## config.mk

```make
export PLATFORM = sky130hd
export DESIGN_NAME = bwb_ram
export DESIGN_NICKNAME = d
export VERILOG_FILES = /design/src/rtl/core/bwb_ram.sv
export SDC_FILE = /design/constraint.sdc
export NUM_CORES = 1
export LEC_CHECK = 0
export BUFFER_PORTS_ARGS = -buffer_cell sky130_fd_sc_hd__buf_2
export CAP_MARGIN = 10
export CORE_MARGIN = 4
export CORE_UTILIZATION = 45
export DETAILED_ROUTE_END_ITERATION = 10
export PLACE_DENSITY_LB_ADDON = 0.25
export REMOVE_ABC_BUFFERS = 1
export SLEW_MARGIN = 20
export SYNTH_ARGS = -nofsm -noshare
export SYNTH_HDL_FRONTEND = slang
export SYNTH_SLANG_ARGS = --single-unit
export TNS_END_PERCENT = 20
```

## constraint.sdc

```tcl
create_clock -name clk -period 1.9 [get_ports clk]
set_input_delay 0.095 -clock clk [delete_from_list [all_inputs] [get_ports clk]]
set_output_delay 0.095 -clock clk [all_outputs]
set_load 0.03 [all_outputs]
```

## src/rtl/core/bwb_ram.sv

```systemverilog
// Simple dual-port synchronous RAM with registered read data.
module bwb_ram #(
  parameter int WIDTH = 8,
  parameter int DEPTH = 64
) (
  input  logic                     clk,
  input  logic                     wr_en,
  input  logic [$clog2(DEPTH)-1:0] wr_addr,
  input  logic [WIDTH-1:0]         wr_data,
  input  logic [$clog2(DEPTH)-1:0] rd_addr,
  output logic [WIDTH-1:0]         rd_data
);

  logic [WIDTH-1:0] mem [DEPTH];

  // write port
  always_ff @(posedge clk) begin
    if (wr_en) begin
      mem[wr_addr] <= wr_data;
    end
  end

  // read port, registered read data
  always_ff @(posedge clk) begin
    rd_data <= mem[rd_addr];
  end

endmodule

```

==> flow_summary_export.csv <==
group,metric,value,unit
final_layout,final_area,0.0237,mm2
pwr,power_frac_comb,0.058,
drt,drtIter0Drc,1043,
clocking,cts_sinks,520,
sta,worst_hold_slack,-0.00562,ns
die,placementRows,77,
sta,period_minus_slack,1.89,ns
setup_path,path_max_fanout,1,
place,port_buffers,29,
pwr,p_per_area,994,mW/mm2
clocking,root_buffer,"clkbuf_16",
grt,gr-total-overflow,0,
clocking,cts_inserted_buffers,52,
synthesis,syn_avg_cell_area,21.5,um2
final_layout,syn_to_final_growth,17.5,%
final_layout,final_nets,1152,
final_layout,drive_gt1_frac,0.343,
synthesis,syn-cell-area,0.0202,mm2
die,num_io_pins,30,
drt,vias,9963,
pwr,ir_worst_vdd,0.818,mV
setup_path,path_class,"register to register",
die,initial_core_util,0.456,
clocking,post-cts-setup-buffers,0,
synthesis,ys.warnings.count,0,
pwr,switching_share,0.210,
job,drv_cap,0,
place,dp_slack,-0.416,ns
pwr,p_switching,0.00494,W
sta,drv_slew,0,
setup_path,arrival,2.35,ns
worst_hold_path,hold_path.class,"primary input to register",
drt,drt_pass1_iterations,5,
clocking,clk_pin_slew,0.06,ns
sta,setup_viol,0,
sta,tightestPinTransition,0.765,ns
drt,finalWirelength,45300,um
die,fp.dieW,220,um
sta,layout_setup_ws,0.0100,ns
synthesis,ys_async_sr_fraction,0,
grt,antenna_found_initial,1,
grt,grt_max_degree,65,
pwr,p_int,0.0186,W
grt,track_usage,0.192,
die,dieArea,0.0483,mm2
pwr,clock_power_share,0.401,
setup_path,required,2.36,ns
clocking,cts_tree,"done",
sta,rsz0062_at_grt,"true",
pwr,p_leak,7.71,nW
synthesis,syn-instance-count,940,
grt,top_usage_layer,"met2",
synthesis,yosys.area.top_type,"edfxtp_1",
grt,use_met2,0.299,
sta,finalHoldViolCount,4,
sta,fin_crit_sh,0.995,
die,die_y,220,um
synthesis,synth-seq-cells,520,
synthesis,synthFlopType,"edfxtp_1",
die,coreArea,0.0442,mm2
sta,fmax,529,MHz
clocking,htreeDepth,2,
sta,final.setup.tns,0,ns
pwr,seq_power_share,0.541,
clocking,cts_buffer_depth,3,
synthesis,ys_types,40,
drt,routedWlPerCell,25.7,um
drt,route.detailed.drc,0,
synthesis,synth_commonest_cells,"edfxtp_1, mux4_2, nor2_1",
drt,via_per_inst,5.66,
place,placed_cell_area,0.0221,mm2
synthesis,synth_seq_area_share,0.770,
grt,grt_util_met1,0.285,
grt,grt_pass1_vias,10200,
drt,ant_nets,0,
sta,slew_headroom,0.490,
place,hpwl,29100,um
final_layout,post-route-util,0.536,
place,gp_congestion,0.820,
clocking,insertion_delay,0.59,ns
synthesis,synth_top_area_frac,0.762,
synthesis,synth_edf_count,512,
synthesis,synth_most_common_cell,"edfxtp_1",
grt,grt_util_met3,0.0341,
status,status,"finished, violations left",
sta,skew,0.0248,ns
setup_path,startpoint_type,"register",
grt,grt_pass1_wl,67700,um
synthesis,synth_area_leaders,"edfxtp_1, mux4_2, nor2_1",
setup_path,critPathCaptureType,"register",
status,violations,"hold timing",
## per-layer routing
layer | up-vias | share of wire
li1 | 4311 | -
met1 | 5254 | 0.43
met2 | 328 | 0.47
met3 | 68 | 0.070
met4 | 2 | 0.024
met5 | - | 0.00015
## flip-flops by register name, summed over array words and instances (netlist names)
register / count
mem: 512
rd_data: 8
## power groups by stage
stage                     registers (W)  logic (W)  clock network [W]
after detailed placement         0.0130    0.00136                  0
after floorplan                  0.0130   0.000492                  0
after global placement           0.0130    0.00134                  0
final                            0.0127    0.00136            0.00945
after global routing             0.0127    0.00146             0.0102
after CTS                        0.0127    0.00138            0.00967
## final cells by class
cell class,instances,area (um2)
timing repair buffer,187,1510
tap,592,741
fill,3394,20500
multi-input combinational,369,4360
antenna,2,5.00
clock buffer,66,1380
sequential,520,15500
clock inverter,25,176
## cells by family (layout without fill, tap and decap cells)
family                 after synthesis  after routing  share of synthesized area
AND/OR/NAND/NOR                    153            153                     0.0339
multiplexers                       162            162                      0.159
AO/OA/AOI/OAI                       54             54                     0.0207
flip-flops                         520            520                      0.770
buffers and inverters               51            278                     0.0157
other                                0              2                          0
## timing repair
action,4_1_cts,5_1_grt
pin swaps,2,2
hold endpoints to repair,40,0
resized for setup,6,5
endpoints found under the setup margin,3,7
hold buffers,4,0
## final timing paths
check,slack [ns],from,cells past startpoint,endpoint
hold / removal,-0.006,wr_data[2],2,mem[52][2]
setup / recovery,0.01,mem[24][1],5,rd_data[1]
setup reg to reg,0.01,mem[24][1],5,rd_data[1]
hold reg to reg,0.84,mem[30][4],3,rd_data[4]
## through the flow
stage	power (W)	hold WS, ns	cells
after floorplan	0.0135	0.194	889
after global placement	0.0143	0.569	1665
final	0.0236	-0.00562	1761
after detailed placement	0.0143	0.567	1665
after CTS	0.0238	0.00808	1759
after global routing	0.0244	0.0170	1759
## worst max-delay path, cell delays in order (launching register included)
cell and delay, ns:
edfxtp_1 0.37, mux4_2 0.49, mux2_2 0.30, o22ai_1 0.22, nand2_1 0.21, o2bb2ai_1 0.18
## layout by cell type (no fill, tap or decap), drive strengths merged, types with 13 or more instances in the layout
| master | Yosys | layout |
|---|---|---|
| mux2 | 13 | 13 |
| nand3 | 13 | 13 |
| nor2 | 83 | 83 |
| clkbuf | 17 | 67 |
| mux4 | 126 | 126 |
| nand2 | 19 | 19 |
| edfxtp | 512 | 512 |
| nor2b | 14 | 14 |
| buf | 34 | 182 |
| mux2i | 23 | 23 |
| clkinv | 0 | 21 |
Note: power is estimated with default switching activity, not from simulation.
